`src/hw/rtl/rcd_pkg.sv`:
```
// Shared constants, types and helper functions of the reflector cluster detector.
// No dependencies; the squaring unit, divider, top level and checker import this package.
package rcd_pkg;

    localparam int COORD_BITS      = 20;
    localparam int MAX_SCAN_POINTS = 2048;
    localparam int REG_BITS        = 16;
    localparam int INT_BITS        = 16;
    localparam int OUT_CNT_BITS    = 12;

    localparam int CNT_BITS        = $clog2(MAX_SCAN_POINTS + 1);
    localparam int SUM_BITS        = COORD_BITS + CNT_BITS;
    localparam int DIFF_BITS       = COORD_BITS + 1;
    localparam int ACC_BITS        = 2 * REG_BITS + 3;
    localparam int BIT_IDX_BITS    = $clog2(REG_BITS);
    localparam int DIV_CNT_BITS    = $clog2(SUM_BITS);

    localparam int IN_FIELD_BITS   = 2 * COORD_BITS + INT_BITS;
    localparam int IN_DATA_BITS    = ((IN_FIELD_BITS + 7) / 8) * 8;
    localparam int OUT_FIELD_BITS  = 2 * COORD_BITS + OUT_CNT_BITS;
    localparam int OUT_DATA_BITS   = ((OUT_FIELD_BITS + 7) / 8) * 8;

    localparam int CFG_ADDR_BITS   = 2;

    localparam logic [CFG_ADDR_BITS-1:0] REG_INTENSITY_THRESHOLD = 2'd0;
    localparam logic [CFG_ADDR_BITS-1:0] REG_NEIGHBOR_GAP_MM     = 2'd1;
    localparam logic [CFG_ADDR_BITS-1:0] REG_MIN_LENGTH_MM       = 2'd2;

    localparam logic [REG_BITS-1:0] RST_INTENSITY_THRESHOLD = 16'd1000;
    localparam logic [REG_BITS-1:0] RST_NEIGHBOR_GAP_MM     = 16'd100;
    localparam logic [REG_BITS-1:0] RST_MIN_LENGTH_MM       = 16'd50;

    // Operand phases of the squaring unit: plus a squared, plus b squared, minus c squared.
    localparam logic [1:0] PH_A = 2'd0;
    localparam logic [1:0] PH_B = 2'd1;
    localparam logic [1:0] PH_C = 2'd2;

    typedef struct packed {
        logic done;
        logic neg;
        logic pos;
    } t_sq_res;

    typedef enum logic [7:0] {
        S_IDLE  = 8'b0000_0001,
        S_EVAL  = 8'b0000_0010,
        S_DIST  = 8'b0000_0100,
        S_CLOSE = 8'b0000_1000,
        S_SPAN  = 8'b0001_0000,
        S_DIV   = 8'b0010_0000,
        S_EMIT  = 8'b0100_0000,
        S_FIN   = 8'b1000_0000
    } t_state;

    function automatic logic [DIFF_BITS-1:0] abs_diff(
        input logic signed [COORD_BITS-1:0] a,
        input logic signed [COORD_BITS-1:0] b
    );
        logic [DIFF_BITS-1:0] d;
        d = {a[COORD_BITS-1], a} - {b[COORD_BITS-1], b};
        return d[DIFF_BITS-1] ? (~d + 1'b1) : d;
    endfunction

endpackage

```
`src/hw/rtl/rcd_sqsum.sv`:
```
// Bit-serial shift-add unit that evaluates a*a + b*b - c*c and reports its sign.
// Depends on rcd_pkg.
module rcd_sqsum
    import rcd_pkg::*;
(
    input  logic                i_clk,
    input  logic                i_rst_n,
    input  logic                i_start,
    input  logic [REG_BITS-1:0] i_op_a,
    input  logic [REG_BITS-1:0] i_op_b,
    input  logic [REG_BITS-1:0] i_op_c,
    output t_sq_res             o_res
);

    logic                    r_busy, n_busy;
    logic                    r_done, n_done;
    logic [1:0]              r_phase, n_phase;
    logic [BIT_IDX_BITS-1:0] r_bit, n_bit;
    logic [ACC_BITS-1:0]     r_acc, n_acc;
    logic [ACC_BITS-1:0]     r_mcand, n_mcand;
    logic [REG_BITS-1:0]     r_mplier, n_mplier;
    logic [REG_BITS-1:0]     r_op_b, n_op_b;
    logic [REG_BITS-1:0]     r_op_c, n_op_c;

    always_comb begin
        n_busy   = r_busy;
        n_done   = 1'b0;
        n_phase  = r_phase;
        n_bit    = r_bit;
        n_acc    = r_acc;
        n_mcand  = r_mcand;
        n_mplier = r_mplier;
        n_op_b   = r_op_b;
        n_op_c   = r_op_c;
        if (i_start) begin
            n_busy   = 1'b1;
            n_phase  = PH_A;
            n_bit    = '0;
            n_acc    = '0;
            n_mcand  = ACC_BITS'(i_op_a);
            n_mplier = i_op_a;
            n_op_b   = i_op_b;
            n_op_c   = i_op_c;
        end else if (r_busy) begin
            // One multiplier bit per cycle; the third operand is subtracted.
            if (r_mplier[0]) begin
                n_acc = (r_phase == PH_C) ? (r_acc - r_mcand) : (r_acc + r_mcand);
            end
            n_mcand  = r_mcand << 1;
            n_mplier = r_mplier >> 1;
            if (r_bit == BIT_IDX_BITS'(REG_BITS - 1)) begin
                n_bit = '0;
                unique case (r_phase)
                    PH_A: begin
                        n_phase  = PH_B;
                        n_mcand  = ACC_BITS'(r_op_b);
                        n_mplier = r_op_b;
                    end
                    PH_B: begin
                        n_phase  = PH_C;
                        n_mcand  = ACC_BITS'(r_op_c);
                        n_mplier = r_op_c;
                    end
                    PH_C: begin
                        n_busy = 1'b0;
                        n_done = 1'b1;
                    end
                    default: begin
                        n_busy = 1'b0;
                    end
                endcase
            end else begin
                n_bit = r_bit + 1'b1;
            end
        end
    end

    always_ff @(posedge i_clk) begin
        if (!i_rst_n) begin
            r_busy <= 1'b0;
            r_done <= 1'b0;
        end else begin
            r_busy <= n_busy;
            r_done <= n_done;
        end
    end

    always_ff @(posedge i_clk) begin
        r_phase  <= n_phase;
        r_bit    <= n_bit;
        r_acc    <= n_acc;
        r_mcand  <= n_mcand;
        r_mplier <= n_mplier;
        r_op_b   <= n_op_b;
        r_op_c   <= n_op_c;
    end

    assign o_res.done = r_done;
    assign o_res.neg  = r_acc[ACC_BITS-1];
    assign o_res.pos  = !r_acc[ACC_BITS-1] && (|r_acc);

endmodule

```
`src/hw/rtl/rcd_div.sv`:
```
// Restoring divider, one quotient bit per cycle, truncating a signed sum by a count.
// Depends on rcd_pkg.
module rcd_div
    import rcd_pkg::*;
(
    input  logic                         i_clk,
    input  logic                         i_rst_n,
    input  logic                         i_start,
    input  logic signed [SUM_BITS-1:0]   i_dividend,
    input  logic [CNT_BITS-1:0]          i_divisor,
    output logic                         o_done,
    output logic [COORD_BITS-1:0]        o_quot
);

    logic                    r_busy, n_busy;
    logic                    r_done, n_done;
    logic [DIV_CNT_BITS-1:0] r_cnt, n_cnt;
    logic                    r_neg, n_neg;
    logic [SUM_BITS-1:0]     r_q, n_q;
    logic [CNT_BITS-1:0]     r_rem, n_rem;
    logic [CNT_BITS-1:0]     r_dsr, n_dsr;

    logic [SUM_BITS-1:0]     w_mag;
    logic [CNT_BITS:0]       w_trial;
    logic [SUM_BITS-1:0]     w_q_signed;

    assign w_mag   = i_dividend[SUM_BITS-1] ? (~i_dividend + 1'b1) : i_dividend;
    assign w_trial = {r_rem, r_q[SUM_BITS-1]} - {1'b0, r_dsr};

    always_comb begin
        n_busy = r_busy;
        n_done = 1'b0;
        n_cnt  = r_cnt;
        n_neg  = r_neg;
        n_q    = r_q;
        n_rem  = r_rem;
        n_dsr  = r_dsr;
        if (i_start) begin
            n_busy = 1'b1;
            n_cnt  = '0;
            n_neg  = i_dividend[SUM_BITS-1];
            n_q    = w_mag;
            n_rem  = '0;
            n_dsr  = i_divisor;
        end else if (r_busy) begin
            if (!w_trial[CNT_BITS]) begin
                n_rem = w_trial[CNT_BITS-1:0];
                n_q   = {r_q[SUM_BITS-2:0], 1'b1};
            end else begin
                // The partial remainder stays below the divisor, so it still fits.
                n_rem = {r_rem[CNT_BITS-2:0], r_q[SUM_BITS-1]};
                n_q   = {r_q[SUM_BITS-2:0], 1'b0};
            end
            if (r_cnt == DIV_CNT_BITS'(SUM_BITS - 1)) begin
                n_busy = 1'b0;
                n_done = 1'b1;
            end else begin
                n_cnt = r_cnt + 1'b1;
            end
        end
    end

    always_ff @(posedge i_clk) begin
        if (!i_rst_n) begin
            r_busy <= 1'b0;
            r_done <= 1'b0;
        end else begin
            r_busy <= n_busy;
            r_done <= n_done;
        end
    end

    always_ff @(posedge i_clk) begin
        r_cnt <= n_cnt;
        r_neg <= n_neg;
        r_q   <= n_q;
        r_rem <= n_rem;
        r_dsr <= n_dsr;
    end

    // Negating the magnitude quotient gives truncation towards zero.
    assign w_q_signed = r_neg ? (~r_q + 1'b1) : r_q;
    assign o_quot     = w_q_signed[COORD_BITS-1:0];
    assign o_done     = r_done;

endmodule

```
`src/hw/rtl/reflector_cluster_detector_unit.sv`:
```
// Reflector cluster detector: groups bright lidar points into clusters and reports centroids.
// Depends on rcd_pkg, rcd_sqsum and rcd_div.
//
// One point is taken per input transfer and the block then works on it alone: a dim point
// without end of scan passes S_EVAL only, a bright point checked against its neighbour also
// waits in S_DIST for the squaring unit, and a point that closes a reported cluster goes on
// through S_CLOSE, S_SPAN, S_DIV, S_EMIT and S_FIN, held in S_EMIT only while the previous
// result still waits in the output register. The shift-add squaring unit takes one bit of
// one of its three operands per cycle, then hands over its sign for each spacing or span
// check; the two restoring dividers form the centroid, one quotient bit per cycle. Clear
// spans that exceed the minimum length in x or y skip the squaring pass. A finished result
// sits in an output register; the next point is accepted while it waits.
module reflector_cluster_detector_unit
    import rcd_pkg::*;
(
    input  logic                     i_clk,
    input  logic                     i_rst_n,
    // Input stream.
    input  logic                     i_s_tvalid,
    output logic                     o_s_tready,
    // point_x, point_y, intensity (from bit 0 up)
    input  logic [IN_DATA_BITS-1:0]  i_s_tdata,
    // end_of_scan
    input  logic                     i_s_tlast,
    // Result stream.
    output logic                     o_m_tvalid,
    input  logic                     i_m_tready,
    // mean_x, mean_y, cluster_points, zero padding (from bit 0 up)
    output logic [OUT_DATA_BITS-1:0] o_m_tdata,
    // Configuration write port.
    input  logic                     i_cfg_we,
    input  logic [CFG_ADDR_BITS-1:0] i_cfg_addr,
    input  logic [REG_BITS-1:0]      i_cfg_wdata
);

    t_state r_state, n_state;

    logic [REG_BITS-1:0] r_thr, r_gap, r_min;

    logic signed [COORD_BITS-1:0] r_x, n_x, r_y, n_y;
    logic [INT_BITS-1:0]          r_inten, n_inten;
    logic                         r_eos, n_eos;
    logic                         r_brk, n_brk;

    logic                         r_open, n_open;
    logic signed [COORD_BITS-1:0] r_first_x, n_first_x, r_first_y, n_first_y;
    logic signed [COORD_BITS-1:0] r_last_x, n_last_x, r_last_y, n_last_y;
    logic signed [SUM_BITS-1:0]   r_sum_x, n_sum_x, r_sum_y, n_sum_y;
    logic [CNT_BITS-1:0]          r_count, n_count;

    logic                     r_out_valid, n_out_valid;
    logic [OUT_DATA_BITS-1:0] r_out_data, n_out_data;

    logic [DIFF_BITS-1:0] w_dx, w_dy, w_sx, w_sy;
    logic                 w_bright, w_near_ok, w_full, w_span_far;
    logic                 w_sq_start, w_div_start;
    logic [REG_BITS-1:0]  w_op_a, w_op_b, w_op_c;
    t_sq_res              w_sq;
    logic                 w_div_done_x, w_div_done_y;
    logic [COORD_BITS-1:0] w_qx, w_qy;

    assign w_bright   = r_inten > r_thr;
    assign w_dx       = abs_diff(r_x, r_last_x);
    assign w_dy       = abs_diff(r_y, r_last_y);
    assign w_near_ok  = (w_dx < DIFF_BITS'(r_gap)) && (w_dy < DIFF_BITS'(r_gap));
    assign w_full     = r_count >= CNT_BITS'(MAX_SCAN_POINTS);
    assign w_sx       = abs_diff(r_first_x, r_last_x);
    assign w_sy       = abs_diff(r_first_y, r_last_y);
    assign w_span_far = (w_sx > DIFF_BITS'(r_min)) || (w_sy > DIFF_BITS'(r_min));

    // Both checks reach the squaring unit only once each difference fits a register width.
    assign w_op_a = (r_state == S_EVAL) ? w_dx[REG_BITS-1:0] : w_sx[REG_BITS-1:0];
    assign w_op_b = (r_state == S_EVAL) ? w_dy[REG_BITS-1:0] : w_sy[REG_BITS-1:0];
    assign w_op_c = (r_state == S_EVAL) ? r_gap : r_min;

    rcd_sqsum u_sqsum (
        .i_clk   (i_clk),
        .i_rst_n (i_rst_n),
        .i_start (w_sq_start),
        .i_op_a  (w_op_a),
        .i_op_b  (w_op_b),
        .i_op_c  (w_op_c),
        .o_res   (w_sq)
    );

    rcd_div u_div_x (
        .i_clk      (i_clk),
        .i_rst_n    (i_rst_n),
        .i_start    (w_div_start),
        .i_dividend (r_sum_x),
        .i_divisor  (r_count),
        .o_done     (w_div_done_x),
        .o_quot     (w_qx)
    );

    rcd_div u_div_y (
        .i_clk      (i_clk),
        .i_rst_n    (i_rst_n),
        .i_start    (w_div_start),
        .i_dividend (r_sum_y),
        .i_divisor  (r_count),
        .o_done     (w_div_done_y),
        .o_quot     (w_qy)
    );

    always_comb begin
        n_state     = r_state;
        n_x         = r_x;
        n_y         = r_y;
        n_inten     = r_inten;
        n_eos       = r_eos;
        n_brk       = r_brk;
        n_open      = r_open;
        n_first_x   = r_first_x;
        n_first_y   = r_first_y;
        n_last_x    = r_last_x;
        n_last_y    = r_last_y;
        n_sum_x     = r_sum_x;
        n_sum_y     = r_sum_y;
        n_count     = r_count;
        n_out_data  = r_out_data;
        n_out_valid = r_out_valid && !i_m_tready;
        w_sq_start  = 1'b0;
        w_div_start = 1'b0;

        unique case (r_state)
            S_IDLE: begin
                if (i_s_tvalid) begin
                    n_x     = i_s_tdata[COORD_BITS-1:0];
                    n_y     = i_s_tdata[2*COORD_BITS-1:COORD_BITS];
                    n_inten = i_s_tdata[IN_FIELD_BITS-1:2*COORD_BITS];
                    n_eos   = i_s_tlast;
                    n_state = S_EVAL;
                end
            end
            S_EVAL: begin
                n_brk = 1'b0;
                if (!w_bright) begin
                    n_state = r_eos ? S_CLOSE : S_IDLE;
                end else if (!r_open) begin
                    // A single point closed by end of scan is never reported.
                    n_open    = !r_eos;
                    n_first_x = r_x;
                    n_first_y = r_y;
                    n_last_x  = r_x;
                    n_last_y  = r_y;
                    n_sum_x   = SUM_BITS'(r_x);
                    n_sum_y   = SUM_BITS'(r_y);
                    n_count   = CNT_BITS'(1);
                    n_state   = S_IDLE;
                end else if (w_full || !w_near_ok) begin
                    n_brk   = 1'b1;
                    n_state = S_CLOSE;
                end else begin
                    w_sq_start = 1'b1;
                    n_state    = S_DIST;
                end
            end
            S_DIST: begin
                if (w_sq.done) begin
                    if (w_sq.neg) begin
                        n_last_x = r_x;
                        n_last_y = r_y;
                        n_sum_x  = r_sum_x + SUM_BITS'(r_x);
                        n_sum_y  = r_sum_y + SUM_BITS'(r_y);
                        n_count  = r_count + 1'b1;
                        n_state  = r_eos ? S_CLOSE : S_IDLE;
                    end else begin
                        // An equal spacing counts as a break.
                        n_brk   = 1'b1;
                        n_state = S_CLOSE;
                    end
                end
            end
            S_CLOSE: begin
                if (!r_open || (r_count < CNT_BITS'(2))) begin
                    n_state = S_FIN;
                end else if (w_span_far) begin
                    w_div_start = 1'b1;
                    n_state     = S_DIV;
                end else begin
                    w_sq_start = 1'b1;
                    n_state    = S_SPAN;
                end
            end
            S_SPAN: begin
                if (w_sq.done) begin
                    if (w_sq.pos) begin
                        w_div_start = 1'b1;
                        n_state     = S_DIV;
                    end else begin
                        n_state = S_FIN;
                    end
                end
            end
            S_DIV: begin
                if (w_div_done_x && w_div_done_y) begin
                    n_state = S_EMIT;
                end
            end
            S_EMIT: begin
                if (!r_out_valid || i_m_tready) begin
                    n_out_data  = OUT_DATA_BITS'({OUT_CNT_BITS'(r_count), w_qy, w_qx});
                    n_out_valid = 1'b1;
                    n_state     = S_FIN;
                end
            end
            S_FIN: begin
                n_open = 1'b0;
                if (r_brk) begin
                    // The breaking point opens a new cluster unless the scan ends here.
                    n_open    = !r_eos;
                    n_first_x = r_x;
                    n_first_y = r_y;
                    n_last_x  = r_x;
                    n_last_y  = r_y;
                    n_sum_x   = SUM_BITS'(r_x);
                    n_sum_y   = SUM_BITS'(r_y);
                    n_count   = CNT_BITS'(1);
                end
                n_state = S_IDLE;
            end
            default: begin
                n_state = S_IDLE;
            end
        endcase
    end

    always_ff @(posedge i_clk) begin
        if (!i_rst_n) begin
            r_state     <= S_IDLE;
            r_open      <= 1'b0;
            r_out_valid <= 1'b0;
            r_thr       <= RST_INTENSITY_THRESHOLD;
            r_gap       <= RST_NEIGHBOR_GAP_MM;
            r_min       <= RST_MIN_LENGTH_MM;
        end else begin
            r_state     <= n_state;
            r_open      <= n_open;
            r_out_valid <= n_out_valid;
            if (i_cfg_we) begin
                unique case (i_cfg_addr)
                    REG_INTENSITY_THRESHOLD: r_thr <= i_cfg_wdata;
                    REG_NEIGHBOR_GAP_MM:     r_gap <= i_cfg_wdata;
                    REG_MIN_LENGTH_MM:       r_min <= i_cfg_wdata;
                    default: begin
                    end
                endcase
            end
        end
    end

    always_ff @(posedge i_clk) begin
        r_x        <= n_x;
        r_y        <= n_y;
        r_inten    <= n_inten;
        r_eos      <= n_eos;
        r_brk      <= n_brk;
        r_first_x  <= n_first_x;
        r_first_y  <= n_first_y;
        r_last_x   <= n_last_x;
        r_last_y   <= n_last_y;
        r_sum_x    <= n_sum_x;
        r_sum_y    <= n_sum_y;
        r_count    <= n_count;
        r_out_data <= n_out_data;
    end

    assign o_s_tready = (r_state == S_IDLE);
    assign o_m_tvalid = r_out_valid;
    assign o_m_tdata  = r_out_data;

endmodule

```
`config.mk`:
```
export PLATFORM = sky130hd
export DESIGN_NAME = reflector_cluster_detector_unit
export DESIGN_NICKNAME = d
export VERILOG_FILES = /design/src/hw/rtl/rcd_pkg.sv /design/src/hw/rtl/rcd_sqsum.sv /design/src/hw/rtl/rcd_div.sv /design/src/hw/rtl/reflector_cluster_detector_unit.sv
export SDC_FILE = /design/constraint.sdc
export NUM_CORES = 2
export LEC_CHECK = 0
export BUFFER_PORTS_ARGS = -buffer_cell sky130_fd_sc_hd__buf_2
export CAP_MARGIN = 40
export CORE_MARGIN = 8
export CORE_UTILIZATION = 36
export CTS_BUF_LIST = sky130_fd_sc_hd__clkbuf_8
export DETAILED_ROUTE_END_ITERATION = 6
export GPL_TIMING_DRIVEN = 0
export SYNTH_ARGS = -nofsm -noshare
export SYNTH_HDL_FRONTEND = slang
export SYNTH_HIERARCHICAL = 1
export SYNTH_SLANG_ARGS = --single-unit
```
`constraint.sdc`:
```
create_clock -name i_clk -period 26 [get_ports i_clk]
set_input_delay 1.3 -clock i_clk [delete_from_list [all_inputs] [get_ports i_clk]]
set_output_delay 1.3 -clock i_clk [all_outputs]
set_load 0.005 [all_outputs]
```
==> summary.txt <==
Worst setup path
  – Library cell contributing the largest single delay on the critical path: a211oi_1
  – Max FO, Critical Path: 10
  – Setup crit end kind: flop
  – Worst Path Required: 26.61 ns
  – Crit start category: flop
  – Largest stage delay on the critical path: 0.56 ns
  – Start-to-end type of the worst setup path: reg2reg
  – WP data arrival: 9.64 ns
  – Most prevalent standard cell on the critical path: clkbuf_1

Placement
  – IO Port Bufs: 133
  – Final RePlAce weighted congestion: 0.916
  – Sum of net half-perimeters after detailed placement: 85900 um
  – Worst slack after detailed placement: 17.14 ns
  – Placed cell count: 5732

Clocking
  – Clock tree from TritonCTS: yes
  – CTS Sinks: 578
  – Count of instances resized after the clock tree is built: 0
  – Clock latency of the later-clocked register in the worst-skew pair: 0.78 ns
  – Number of buffers created by CTS: 106
  – Clock transition at the registers of the reported paths: 0.06 ns
  – Clk root buf: clkbuf_8
  – H-Tree Level Count: 3
  – Count of hold-fix buffers inserted at cts: 0
  – Maximum count of clock buffers along a single path: 3
  – Setup Buffers After CTS: 0

Timing
  – Minimum clock period: 9.03 ns
  – Hold violation total from the final report: 0
  – Peak Freq: 111 MHz
  – Max Clock Skew: 0.0324 ns
  – Worst-case hold slack: 0.463 ns
  – Final period util: 0.347
  – Setup repair after global routing missed its margin: false
  – Final setup violation count: 0
  – Worst max-slew margin expressed relative to the limit: 0.363
  – Setup slack of the critical path after layout: 16.97 ns
  – Worst Max-Slew Pin Slew: 0.955 ns
  – Post-Route Setup TNS: 0 ns
  – Total count of max-transition violations in the final report: 0

Global routing
  – Via count of the first global-routing pass: 30900
  – Largest net degree at the start of global routing: 36
  – Gr usage total: 0.185
  – Overall overflow remaining after global route: 0
  – Number of antenna violations at the first check in global routing: 5
  – Wire length of the first global-routing pass: 174000 um

Floorplanning
  – Starting utilization of the core area: 0.363
  – Die span in y: 344 um
  – Top-level I/O count: 138
  – Placeable Area: 107000 um^2
  – Area enclosed by the die boundary: 119000 um^2
  – Row count: 120
  – Die boundary width: 344 um

Final layout
  – Post-route non-filler standard cell count: 5934
  – Final design utilization: 0.410
  – Share of final-layout standard cells stronger than drive strength 1: 0.0954
  – Synth-to-Final Area Change: 13.1%
  – Fin nets: 4820

Synthesis
  – Number of standard cells after synthesis: 4168
  – EDFF count, synth: 420
  – Synth Flop Type: edfxtp_1
  – Largest cells by area after synthesis: edfxtp_1, ha_1, dfxtp_1
  – Sequential cell area fraction in the yosys report: 0.406
  – Library cell with the highest instance count after synthesis: nand2_1
  – Number of warnings issued by yosys: 6
  – Biggest area consumer among synthesized cells: edfxtp_1
  – Fraction of registers with async set or reset after synthesis: 0
  – Total of flip-flops plus latches after synthesis: 578
  – Netlist area before placement: 38800 um^2
  – Leading post-synthesis cells by instance count: nand2_1, edfxtp_1, nor2_1, ha_1, o21ai_0
  – Synth unique cells: 108
  – Mean post-synth cell area: 9.31 um^2
  – Portion of synthesized cell area occupied by the leading cell type: 0.325

Detailed routing
  – Final ANT Viol Nets: 0
  – Number of design-rule violations left by the first detailed-router iteration: 2518
  – DRC violation count after routing: 0
  – DRT Wirelength: 113000 um
  – Post-detailed-route wirelength per cell: 19.1 um
  – Vias: 32300
  – Vias/cell: 5.45
  – First-pass iteration count of the detailed router: 7

Power
  – Leakage component of the power: 17.1 nW
  – Maximum VDD drop: 0.0484 mV
  – Power density over the cells: 73.3 nW/um^2

Status
  – Outcome: complete, no violations

Run
  – # Max-Cap Violations: 0

Hold path
  – Type of the tightest min-delay check: reg2reg
-- flip-flops by register name, indices dropped and copies added, names as in the netlist, 32 cells and up --
register / count
r_sum_y: 32
o_m_tdata: 52
r_sum_x: 32
u_div_y/r_q: 32
u_div_x/r_q: 32
u_sqsum/r_acc: 35
u_sqsum/r_mcand: 35
-- power breakdown --
group / switching (mW) / total [mW] / internal [mW]
combinational: 0.713 / 1.16 / 0.450
clock: 0.424 / 0.923 / 0.499
sequential: 0.0648 / 1.13 / 1.07
total: 1.20 / 3.22 / 2.02
-- per-layer routing --
| metal | vias up | global-route usage | part of all wire |
|---|---|---|---|
| met5 | - | 0 | 0.00011 |
| met4 | 2 | 0.0625 | 0.031 |
| met3 | 213 | 0.0301 | 0.053 |
| met2 | 838 | 0.301 | 0.46 |
| met1 | 15400 | 0.248 | 0.46 |
| li1 | 15800 | - | - |
-- area by class of cell --
cell class,instances,area (um^2)
inverter,201,754
timing repair buffer,158,1050
clock buffer,121,1670
tap,1403,1760
multi-input combinational,3237,21700
clock inverter,77,562
sequential,578,15800
buffer,155,619
fill,10600,63100
antenna,4,10.0
-- worst paths after layout --
check | to | start | slack, ns | cells after the start
setup / recovery | u_sqsum/r_mcand[13]$_DFFE_PP_ | r_x[0]$_DFFE_PP_ | 16.97 | 31
hold reg to reg | r_thr[10]$_SDFFE_PN0P_ | r_thr[10]$_SDFFE_PN0P_ | 0.46 | 2
hold / removal | r_thr[10]$_SDFFE_PN0P_ | r_thr[10]$_SDFFE_PN0P_ | 0.46 | 2
setup reg to reg | u_sqsum/r_mcand[13]$_DFFE_PP_ | r_x[0]$_DFFE_PP_ | 16.97 | 31
-- critical path, delay by kind of cell (launching register included) --
kind	cells	cell delay (ns)
buffers and inverters	6	2.47
DFF	1	0.45
and+or+nand+nor	6	1.17
adders and majority gates	3	1.01
xor gates and xnor gates	1	0.40
AOI/OAI and AO/OA	15	3.37
-- stage by stage --
| step | instance area [um^2] | total power [mW] |
|---|---|---|
| after floorplan | 38800 | 1.96 |
| after global placement | 41200 | 2.28 |
| after detailed placement | 41700 | 2.30 |
| after CTS | 43900 | 3.24 |
| after global routing | 43900 | 3.42 |
| final | 43900 | 3.22 |
-- cells in the final DEF, fill, tap and decap left out, types with 24 or more instances in the layout --
| master | Yosys | layout |
|---|---|---|
| a21oi_1 | 269 | 268 |
| nor2_1 | 386 | 385 |
| dfxtp_1 | 158 | 158 |
| nand4_1 | 29 | 29 |
| and2_1 | 25 | 25 |
| nor4_1 | 35 | 35 |
| xor2_1 | 182 | 182 |
| nand2b_1 | 44 | 44 |
| or2_2 | 23 | 24 |
| nand3_1 | 100 | 100 |
| ha_1 | 294 | 294 |
| nand2_1 | 451 | 450 |
| nand3b_1 | 25 | 25 |
| clkbuf_1 | 126 | 126 |
| nor2b_1 | 59 | 58 |
| inv_1 | 200 | 231 |
| o31ai_1 | 48 | 48 |
| xnor2_1 | 147 | 147 |
| a31oi_1 | 38 | 37 |
| edfxtp_1 | 420 | 420 |
| mux2i_1 | 37 | 37 |
| or3_1 | 38 | 38 |
| a311oi_1 | 25 | 25 |
| o21ai_0 | 294 | 294 |
| o211ai_1 | 36 | 36 |
| a21o_1 | 73 | 73 |
| o21a_1 | 60 | 60 |
| clkbuf_8 | 0 | 121 |
| a211oi_1 | 27 | 27 |
| a21boi_0 | 47 | 47 |
| nor3_1 | 67 | 67 |
| buf_2 | 6 | 143 |
| and3_1 | 34 | 34 |
-- logic make-up (layout without fill, tap and decap cells) --
kind of cell / after synthesis / in the layout / share of synthesized area
buf+inv: 356 / 712 / 0.0354
flops: 578 / 578 / 0.406
fa+ha+maj: 303 / 303 / 0.0994
compound gates: 1119 / 1119 / 0.188
simple gates: 1428 / 1428 / 0.182
xor+xnor: 331 / 331 / 0.0751
mux: 52 / 52 / 0.0139
other cells: 1 / 8 / 0.0000966
No activity file was read; power rests on OpenSTA's default activity.
